<file path="src/rtl/hsrc_pkg.sv">
`default_nettype none
// ----------------------------------------------------------------------------
// hsrc_pkg
// Shared types and constants for the hardware-monitor raw reading converter.
// ----------------------------------------------------------------------------
package hsrc_pkg;

    localparam int CFG_IDX_W  = 1;
    localparam int CFG_DATA_W = 2;

    localparam logic [CFG_IDX_W-1:0] CFG_SIXTEEN_BIT_TEMP_MODEL = 1'd0;
    localparam logic [CFG_IDX_W-1:0] CFG_TEMP_TABLE_MODE        = 1'd1;

    localparam logic [1:0] ACT_TEMP = 2'd0;
    localparam logic [1:0] ACT_VOLT = 2'd1;
    localparam logic [1:0] ACT_TACH = 2'd2;

    localparam logic [1:0] TABLE_SIGN_HIGH = 2'd2;
    localparam logic [1:0] TABLE_SIGN_LOW  = 2'd3;

    localparam logic [2:0] CH_VCORE = 3'd0;
    localparam logic [2:0] CH_HALF  = 3'd1;

    localparam logic [7:0] TEMP_INVALID_A = 8'hBB;
    localparam logic [7:0] TEMP_INVALID_B = 8'hCC;

    localparam int DIV_W      = 12;
    localparam int DIV_STAGES = 5;
    localparam int DIV_STEPS  = 3;
    localparam int DIV_Q_W    = DIV_STAGES * DIV_STEPS;

    localparam logic [15:0]      TACH_LIMIT     = 16'h0FFF;
    localparam logic [15:0]      TACH_SAT_COUNT = 16'd45;
    localparam logic [20:0]      TACH_NUM       = 21'd1500000;
    localparam logic [DIV_W-1:0] TACH_REM_INIT  = DIV_W'(TACH_NUM >> DIV_Q_W);
    localparam logic [15:0]      RESULT_MAX     = 16'd32767;

    typedef struct packed {
        logic [1:0] action;
        logic [2:0] channel;
        logic [7:0] raw_high;
        logic [7:0] raw_low;
    } sensor_in_t;

    typedef struct packed {
        logic signed [15:0] converted;
        logic        [7:0]  core_voltage_raw;
    } sensor_out_t;

    typedef struct packed {
        logic       sixteen_bit_temp_model;
        logic [1:0] temp_table_mode;
    } cfg_t;

    typedef struct packed {
        logic [15:0]        base;
        logic               is_div;
        logic [7:0]         vcore;
        logic [DIV_W-1:0]   divisor;
        logic [DIV_W-1:0]   rem;
        logic [DIV_Q_W-1:0] quo;
    } pipe_t;

endpackage
`default_nettype wire

</file>
<file path="src/rtl/hsrc_front.sv">
`default_nettype none
// ----------------------------------------------------------------------------
// hsrc_front
// Input stage: decodes the transaction, converts temperature and voltage,
// sets up the tachometer division and holds the captured core-voltage byte.
// ----------------------------------------------------------------------------
module hsrc_front (
    input  wire logic                clk,
    input  wire logic                rst_n,
    input  wire logic                up_valid,
    output logic                     up_ready,
    input  wire hsrc_pkg::sensor_in_t up_data,
    input  wire hsrc_pkg::cfg_t      cfg,
    output logic                     dn_valid,
    input  wire logic                dn_ready,
    output hsrc_pkg::pipe_t          dn_data
);
    import hsrc_pkg::*;

    logic        valid_reg;
    pipe_t       data_reg;
    pipe_t       data_next;
    logic [7:0]  vcore_reg;
    logic [7:0]  vcore_next;
    logic        fire;
    logic        capture;
    logic [15:0] count;
    logic        tach_zero;
    logic        tach_sat;
    logic        sign;
    logic        round_up;
    logic [15:0] temp16;
    logic [15:0] base;

    assign up_ready = !valid_reg || dn_ready;
    assign fire     = up_valid && up_ready;
    assign capture  = (up_data.action == ACT_VOLT) && (up_data.channel == CH_VCORE);
    assign count    = {up_data.raw_high, up_data.raw_low};
    assign tach_zero = (count == 16'd0) || (count >= TACH_LIMIT);
    assign tach_sat  = !tach_zero && (count <= TACH_SAT_COUNT);

    always_comb
    begin
        priority if (cfg.temp_table_mode == TABLE_SIGN_HIGH)
            sign = up_data.raw_high[7];
        else if (cfg.temp_table_mode == TABLE_SIGN_LOW)
            sign = up_data.raw_low[0];
        else
            sign = 1'b0;
    end

    // truncate toward zero: negative values with dropped fraction move up by one
    assign round_up = sign && (up_data.raw_low[7:5] != 3'd0);
    assign temp16   = {{7{sign}}, sign, up_data.raw_high} + {15'd0, round_up};

    always_comb
    begin
        unique case (up_data.action)
            ACT_TEMP:
            begin
                if (!cfg.sixteen_bit_temp_model)
                    base = {8'd0, up_data.raw_high};
                else if (up_data.raw_high == TEMP_INVALID_A ||
                         up_data.raw_high == TEMP_INVALID_B)
                    base = 16'd0;
                else
                    base = temp16;
            end
            ACT_VOLT:
            begin
                if (up_data.channel == CH_HALF)
                    base = {5'd0, up_data.raw_high, 3'd0};
                else
                    base = {4'd0, up_data.raw_high, 4'd0};
            end
            ACT_TACH:
                base = tach_sat ? RESULT_MAX : 16'd0;
            default:
                base = 16'd0;
        endcase
    end

    assign vcore_next = (fire && capture) ? up_data.raw_high : vcore_reg;

    always_comb
    begin
        data_next.base    = base;
        data_next.is_div  = (up_data.action == ACT_TACH) && !tach_zero && !tach_sat;
        data_next.vcore   = capture ? up_data.raw_high : vcore_reg;
        data_next.divisor = count[DIV_W-1:0];
        data_next.rem     = TACH_REM_INIT;
        data_next.quo     = '0;
    end

    always_ff @(posedge clk or negedge rst_n)
    begin
        if (!rst_n)
        begin
            valid_reg <= 1'b0;
            vcore_reg <= 8'd0;
        end
        else
        begin
            vcore_reg <= vcore_next;
            if (up_ready)
                valid_reg <= up_valid;
        end
    end

    always_ff @(posedge clk)
    begin
        if (fire)
            data_reg <= data_next;
    end

    assign dn_valid = valid_reg;
    assign dn_data  = data_reg;

`ifndef SYNTHESIS
    a_vcore_only_on_capture: assert property (@(posedge clk) disable iff (!rst_n)
        !$stable(vcore_reg) |-> $past(fire && capture))
        else $error("core voltage byte changed without a channel 0 voltage transaction");

    a_div_divisor_range: assert property (@(posedge clk) disable iff (!rst_n)
        valid_reg && data_reg.is_div |-> {4'd0, data_reg.divisor} > TACH_SAT_COUNT)
        else $error("divider entered with a saturating divisor");
`endif

endmodule
`default_nettype wire

</file>
<file path="src/rtl/hsrc_div_stage.sv">
`default_nettype none
// ----------------------------------------------------------------------------
// hsrc_div_stage
// One register stage of the tachometer divider: three restoring division
// steps on the running remainder, with its own valid bit and stall.
// ----------------------------------------------------------------------------
module hsrc_div_stage (
    input  wire logic                             clk,
    input  wire logic                             rst_n,
    input  wire logic [hsrc_pkg::DIV_STEPS-1:0]   num_bits,
    input  wire logic                             up_valid,
    output logic                                  up_ready,
    input  wire hsrc_pkg::pipe_t                  up_data,
    output logic                                  dn_valid,
    input  wire logic                             dn_ready,
    output hsrc_pkg::pipe_t                       dn_data
);
    import hsrc_pkg::*;

    logic  valid_reg;
    pipe_t data_reg;
    pipe_t data_next;

    assign up_ready = !valid_reg || dn_ready;

    always_comb
    begin
        logic [DIV_W:0] trial;
        logic           ge;
        data_next = up_data;
        for (int i = DIV_STEPS - 1; i >= 0; i--)
        begin
            trial = {data_next.rem, num_bits[i]};
            ge    = trial >= {1'b0, data_next.divisor};
            data_next.rem = ge ? DIV_W'(trial - {1'b0, data_next.divisor})
                               : trial[DIV_W-1:0];
            data_next.quo = {data_next.quo[DIV_Q_W-2:0], ge};
        end
    end

    always_ff @(posedge clk or negedge rst_n)
    begin
        if (!rst_n)
            valid_reg <= 1'b0;
        else if (up_ready)
            valid_reg <= up_valid;
    end

    always_ff @(posedge clk)
    begin
        if (up_valid && up_ready)
            data_reg <= data_next;
    end

    assign dn_valid = valid_reg;
    assign dn_data  = data_reg;

`ifndef SYNTHESIS
    a_rem_below_divisor: assert property (@(posedge clk) disable iff (!rst_n)
        valid_reg && data_reg.is_div |-> data_reg.rem < data_reg.divisor)
        else $error("divider remainder not below divisor");
`endif

endmodule
`default_nettype wire

</file>
<file path="src/rtl/hwmon_sensor_raw_converter_unit.sv">
`default_nettype none
// ----------------------------------------------------------------------------
// hwmon_sensor_raw_converter_unit
// Converts raw hardware-monitor register bytes into temperature, voltage and
// tachometer readings.
// ----------------------------------------------------------------------------
// The unit takes one transaction per clock while the output side is not
// stalled and returns one result for each, in order. The pipeline depth is
// set by the tachometer divide of 1500000 by the low 12 bits of the count:
// an input stage, five divider stages of three quotient bits each, and the
// output register. Temperature and voltage results ride the same pipeline
// so ordering is kept. Configuration writes are accepted every cycle and
// take effect for transactions accepted afterwards.
module hwmon_sensor_raw_converter_unit (
    input  wire logic                              clk,
    input  wire logic                              rst_n,
    input  wire logic                              in_valid,
    output logic                                   in_ready,
    input  wire hsrc_pkg::sensor_in_t              in_data,
    output logic                                   out_valid,
    input  wire logic                              out_ready,
    output hsrc_pkg::sensor_out_t                  out_data,
    input  wire logic                              cfg_valid,
    output logic                                   cfg_ready,
    input  wire logic [hsrc_pkg::CFG_IDX_W-1:0]    cfg_index,
    input  wire logic [hsrc_pkg::CFG_DATA_W-1:0]   cfg_data
);
    import hsrc_pkg::*;

    cfg_t        cfg_reg;
    logic        stg_valid [0:DIV_STAGES];
    logic        stg_ready [0:DIV_STAGES];
    pipe_t       stg_data  [0:DIV_STAGES];
    logic        out_valid_reg;
    sensor_out_t out_data_reg;
    sensor_out_t out_data_next;

    assign cfg_ready = 1'b1;

    always_ff @(posedge clk or negedge rst_n)
    begin
        if (!rst_n)
        begin
            cfg_reg <= '0;
        end
        else if (cfg_valid && cfg_ready)
        begin
            unique case (cfg_index)
                CFG_SIXTEEN_BIT_TEMP_MODEL: cfg_reg.sixteen_bit_temp_model <= cfg_data[0];
                CFG_TEMP_TABLE_MODE:        cfg_reg.temp_table_mode <= cfg_data;
            endcase
        end
    end

    hsrc_front u_front (
        .clk      (clk),
        .rst_n    (rst_n),
        .up_valid (in_valid),
        .up_ready (in_ready),
        .up_data  (in_data),
        .cfg      (cfg_reg),
        .dn_valid (stg_valid[0]),
        .dn_ready (stg_ready[0]),
        .dn_data  (stg_data[0])
    );

    for (genvar k = 0; k < DIV_STAGES; k++)
    begin : g_div
        hsrc_div_stage u_stage (
            .clk      (clk),
            .rst_n    (rst_n),
            .num_bits (TACH_NUM[DIV_Q_W-1-k*DIV_STEPS -: DIV_STEPS]),
            .up_valid (stg_valid[k]),
            .up_ready (stg_ready[k]),
            .up_data  (stg_data[k]),
            .dn_valid (stg_valid[k+1]),
            .dn_ready (stg_ready[k+1]),
            .dn_data  (stg_data[k+1])
        );
    end

    assign stg_ready[DIV_STAGES] = !out_valid_reg || out_ready;

    always_comb
    begin
        out_data_next.converted = stg_data[DIV_STAGES].is_div
                                ? $signed({1'b0, stg_data[DIV_STAGES].quo})
                                : $signed(stg_data[DIV_STAGES].base);
        out_data_next.core_voltage_raw = stg_data[DIV_STAGES].vcore;
    end

    always_ff @(posedge clk or negedge rst_n)
    begin
        if (!rst_n)
            out_valid_reg <= 1'b0;
        else if (stg_ready[DIV_STAGES])
            out_valid_reg <= stg_valid[DIV_STAGES];
    end

    always_ff @(posedge clk)
    begin
        if (stg_valid[DIV_STAGES] && stg_ready[DIV_STAGES])
            out_data_reg <= out_data_next;
    end

    assign out_valid = out_valid_reg;
    assign out_data  = out_data_reg;

`ifndef SYNTHESIS
    a_converted_range: assert property (@(posedge clk) disable iff (!rst_n)
        out_valid_reg |-> out_data_reg.converted >= -16'sd256)
        else $error("converted value below temperature range");

    a_quotient_below_max: assert property (@(posedge clk) disable iff (!rst_n)
        stg_valid[DIV_STAGES] && stg_data[DIV_STAGES].is_div
            |-> {1'b0, stg_data[DIV_STAGES].quo} <= RESULT_MAX)
        else $error("tachometer quotient above saturation limit");
`endif

endmodule
`default_nettype wire

</file>
<file path="config.mk">
export PLATFORM = sky130hd
export DESIGN_NAME = hwmon_sensor_raw_converter_unit
export DESIGN_NICKNAME = d
export VERILOG_FILES = /design/src/rtl/hsrc_pkg.sv /design/src/rtl/hsrc_front.sv /design/src/rtl/hsrc_div_stage.sv /design/src/rtl/hwmon_sensor_raw_converter_unit.sv
export SDC_FILE = /design/constraint.sdc
export NUM_CORES = 1
export LEC_CHECK = 0
export BUFFER_PORTS_ARGS = -buffer_cell sky130_fd_sc_hd__buf_2
export CAP_MARGIN = 20
export CORE_MARGIN = 4
export CORE_UTILIZATION = 30
export CTS_BUF_LIST = sky130_fd_sc_hd__clkbuf_8
export DETAILED_ROUTE_END_ITERATION = 12
export SLEW_MARGIN = 20
export SYNTH_ARGS = -nofsm -noshare
export SYNTH_HDL_FRONTEND = slang
export SYNTH_SLANG_ARGS = --single-unit
</file>
<file path="constraint.sdc">
create_clock -name clk -period 19.05 [get_ports clk]
set_input_delay 1.905 -clock clk [delete_from_list [all_inputs] [get_ports clk]]
set_output_delay 1.905 -clock clk [all_outputs]
set_load 0.01 [all_outputs]
</file>
==> impl_metrics.env <==
export IMPL_outcome="completed"
export IMPL_antenna_found_initial=1
export IMPL_period_share_pct=42.5
export IMPL_die_w_um=264
export IMPL_rsz0062_at_grt="no"
export IMPL_critPathBufInv=3
export IMPL_worstPathMaxFanout=21
export IMPL_first_global_vias=12900
export IMPL_finalMaxSlewViolations=0
export IMPL_drtPass1Iterations=5
export IMPL_fin_nets=1939
export IMPL_hp_start="g_div[3].u_stage.dn_data[1]"
export IMPL_max_stage_delay_ns=0.68
export IMPL_cts_sinks=333
export IMPL_wl_per_cell_um=16.2
export IMPL_critPathCaptureType="flop"
export IMPL_gp_congestion=0.928
export IMPL_start_kind="flop"
export IMPL_dp_hpwl_um=32200
export IMPL_synth_common_cells="edfxtp_1 (315), ha_1 (160), mux2_2 (106)"
export IMPL_dieArea_um2=69800
export IMPL_core_um2=64700
export IMPL_skew_ns=0.0473
export IMPL_worstPathArrival_ns=8.43
export IMPL_netlist_area_leader_share_pct=48.0
export IMPL_vias=13000
export IMPL_area_delta_synth_final_pct=11.8
export IMPL_cts_tree="done"
export IMPL_grt_ovfl_total=0
export IMPL_routed_wl_um=42800
export IMPL_syn_inst=1663
export IMPL_required_ns=19.39
export IMPL_cts_resized=0
export IMPL_syn_nets=1859
export IMPL_relSlewSlack_pct=38.5
export IMPL_maxCapViolCount=0
export IMPL_synth_edf_count=315
export IMPL_setup_viol_count_final=0
export IMPL_grt_util_all_layers_pct=11.8
export IMPL_synthMostInstantiatedCell="edfxtp_1"
export IMPL_synthDistinctLibCells=80
export IMPL_cts_buffers=51
export IMPL_postCtsHoldBufs=0
export IMPL_grt_max_degree=60
export IMPL_setup_ws_ns=10.95
export IMPL_rows=93
export IMPL_nFillCells=6397
export IMPL_start_util_pct=30.4
export IMPL_clk_path_buf_depth=3
export IMPL_setup_tns_final_ns=0
export IMPL_drc=0
export IMPL_cts_clk_slew_worst_paths_ns=0.07
export IMPL_synth_area_leaders="edfxtp_1 (48%), ha_1 (10%), mux2_2 (6.1%)"
export IMPL_finalHoldViolCount=0
export IMPL_clk_insertion_delay_late_ns=0.60
export IMPL_async_flop_share_pct=5.41
export IMPL_grt_pass1_wl_um=68500
export IMPL_boundaryPins=56
export IMPL_root_buffer="clkbuf_8"
export IMPL_synth_seq_cells=333
export IMPL_dieHeight_um=264
export IMPL_synth_ff_type="edfxtp_1"
export IMPL_hp_class="flop to flop"
export IMPL_timing_rr_start="g_div[0].u_stage.dn_data[28]"
export IMPL_synth_avg_cell_area_um2=11.8
export IMPL_cp_startpoint="g_div[0].u_stage.dn_data[28]"
export IMPL_cts_htree_levels=2
export IMPL_fin_crit_ns=8.10
export IMPL_cts_post_setup_buffers_inserted=0
export IMPL_drt_iter0_drc=913
export IMPL_netlist_area_um2=19700
export IMPL_viasPerCell=4.91
export IMPL_largest_reg_flops=256
export IMPL_ys_seq_area_share_pct=50.3
export IMPL_dp_slack_ns=11.01
export IMPL_yosysWarnings=0
export IMPL_drive_above_1_share_pct=15.9
export IMPL_ant_nets=0
export IMPL_port_buffers=54
export IMPL_tightest_slew_ns=0.914
export IMPL_cp_top_family="compound AO/OA/AOI/OAI gates"
export IMPL_synth_area_leader_cell="edfxtp_1"
export IMPL_crit_type="flop to flop"
export IMPL_fmax_mhz=124
export IMPL_slowest_stage="a21oi_2"
==> metrics by stage <==
stage	std cells	utilization (%)	area (µm²)	hold slack [ns]
floorplan	1663	-	19700	0.400
global placement	2545	32.4	20900	0.404
detailed placement	2545	32.4	20900	0.405
CTS	2639	34.0	22000	0.384
global route	2639	34.0	22000	0.376
finish	2640	34.0	22000	0.385
==> worst paths after layout <==
check,depth (start not counted),endpoint,slack (ns)
min reg2reg,0,g_div[4].u_stage.dn_data[4],0.38
max in group asynchronous,1,u_front.vcore_reg[3],17.52
max,27,g_div[1].u_stage.dn_data[20],10.95
max reg2reg,27,g_div[1].u_stage.dn_data[20],10.95
min,0,g_div[4].u_stage.dn_data[4],0.38
min in group asynchronous,1,u_front.vcore_reg[6],1.23
==> cells in the final DEF (no fill, tap or decap), types with 9 or more instances in the layout <==
cell and count:
edfxtp_1 315, ha_1 160, inv_1 108, mux2_2 106
nor2_1 100, nand2_1 89, a21oi_1 88, o21ai_0 76
xnor2_1 72, buf_2 54, clkbuf_8 51, xor2_1 42
a21o_1 39, nor3_1 35, nor2b_1 29, mux2i_1 28
nand2b_1 28, nand3_1 27, nand4_1 26, o21a_1 25
dfrtp_1 18, and2_1 14, clkinv_1 14, nor4_1 13
o211ai_1 13, a31oi_1 13, o21bai_1 12, a211oi_1 10
clkinv_2 9, buf_4 9
==> cells by family (layout without fill, tap and decap cells) <==
logic type	count (synthesis)	after routing	share of synthesized area [%]
compound gates	352	352	12.0
xor+xnor	114	114	5.07
fa+ha+maj	167	167	10.9
buf+inv	139	260	2.88
flops	333	333	50.3
mux	145	145	8.27
other cells	1	2	0.0190
simple gates	412	412	10.6
==> worst register-to-register path: stages (launching register included) <==
cell and delay [ns]:
edfxtp_1 0.48, inv_1 0.16, ha_1 0.26, nor2b_1 0.15
o31a_1 0.31, o41a_1 0.38, a21oi_2 0.68, o21ai_0 0.30
ha_1 0.41, a21o_1 0.20, a21o_1 0.21, o41ai_2 0.38
o21ai_1 0.19, a211oi_4 0.65, inv_1 0.17, nand2_1 0.13
ha_1 0.15, inv_1 0.06, fa_1 0.40, a21o_1 0.17
a21oi_1 0.26, o21ai_0 0.14, o211a_1 0.15, nand3_1 0.08
a21oi_1 0.08, o31a_1 0.28, a2111o_1 0.62, mux2_1 0.40
==> metal layers <==
metal	global-route usage, %	vias up	share of wire, %
met3	1.71	81	3.8
met2	19.1	288	45
met5	0	-	0
met1	16.3	6179	48
met4	4.23	0	3.2
li1	-	6414	-
==> cell type report <==
cell class              count  area (µm²)  area share [%]
flip-flops and latches    333        9910            45.0
multi-input cells        1191        9250            42.0
well taps                 855        1070            4.86
clock buffers              51         702            3.19
inverters                 103         389            1.77
clock inverters            43         360            1.64
repair buffers             63         338            1.53
diodes                      1        2.50          0.0114
Power is not shown: default switching activity piles up to over one toggle a cycle in this logic, so the estimate is an artifact.
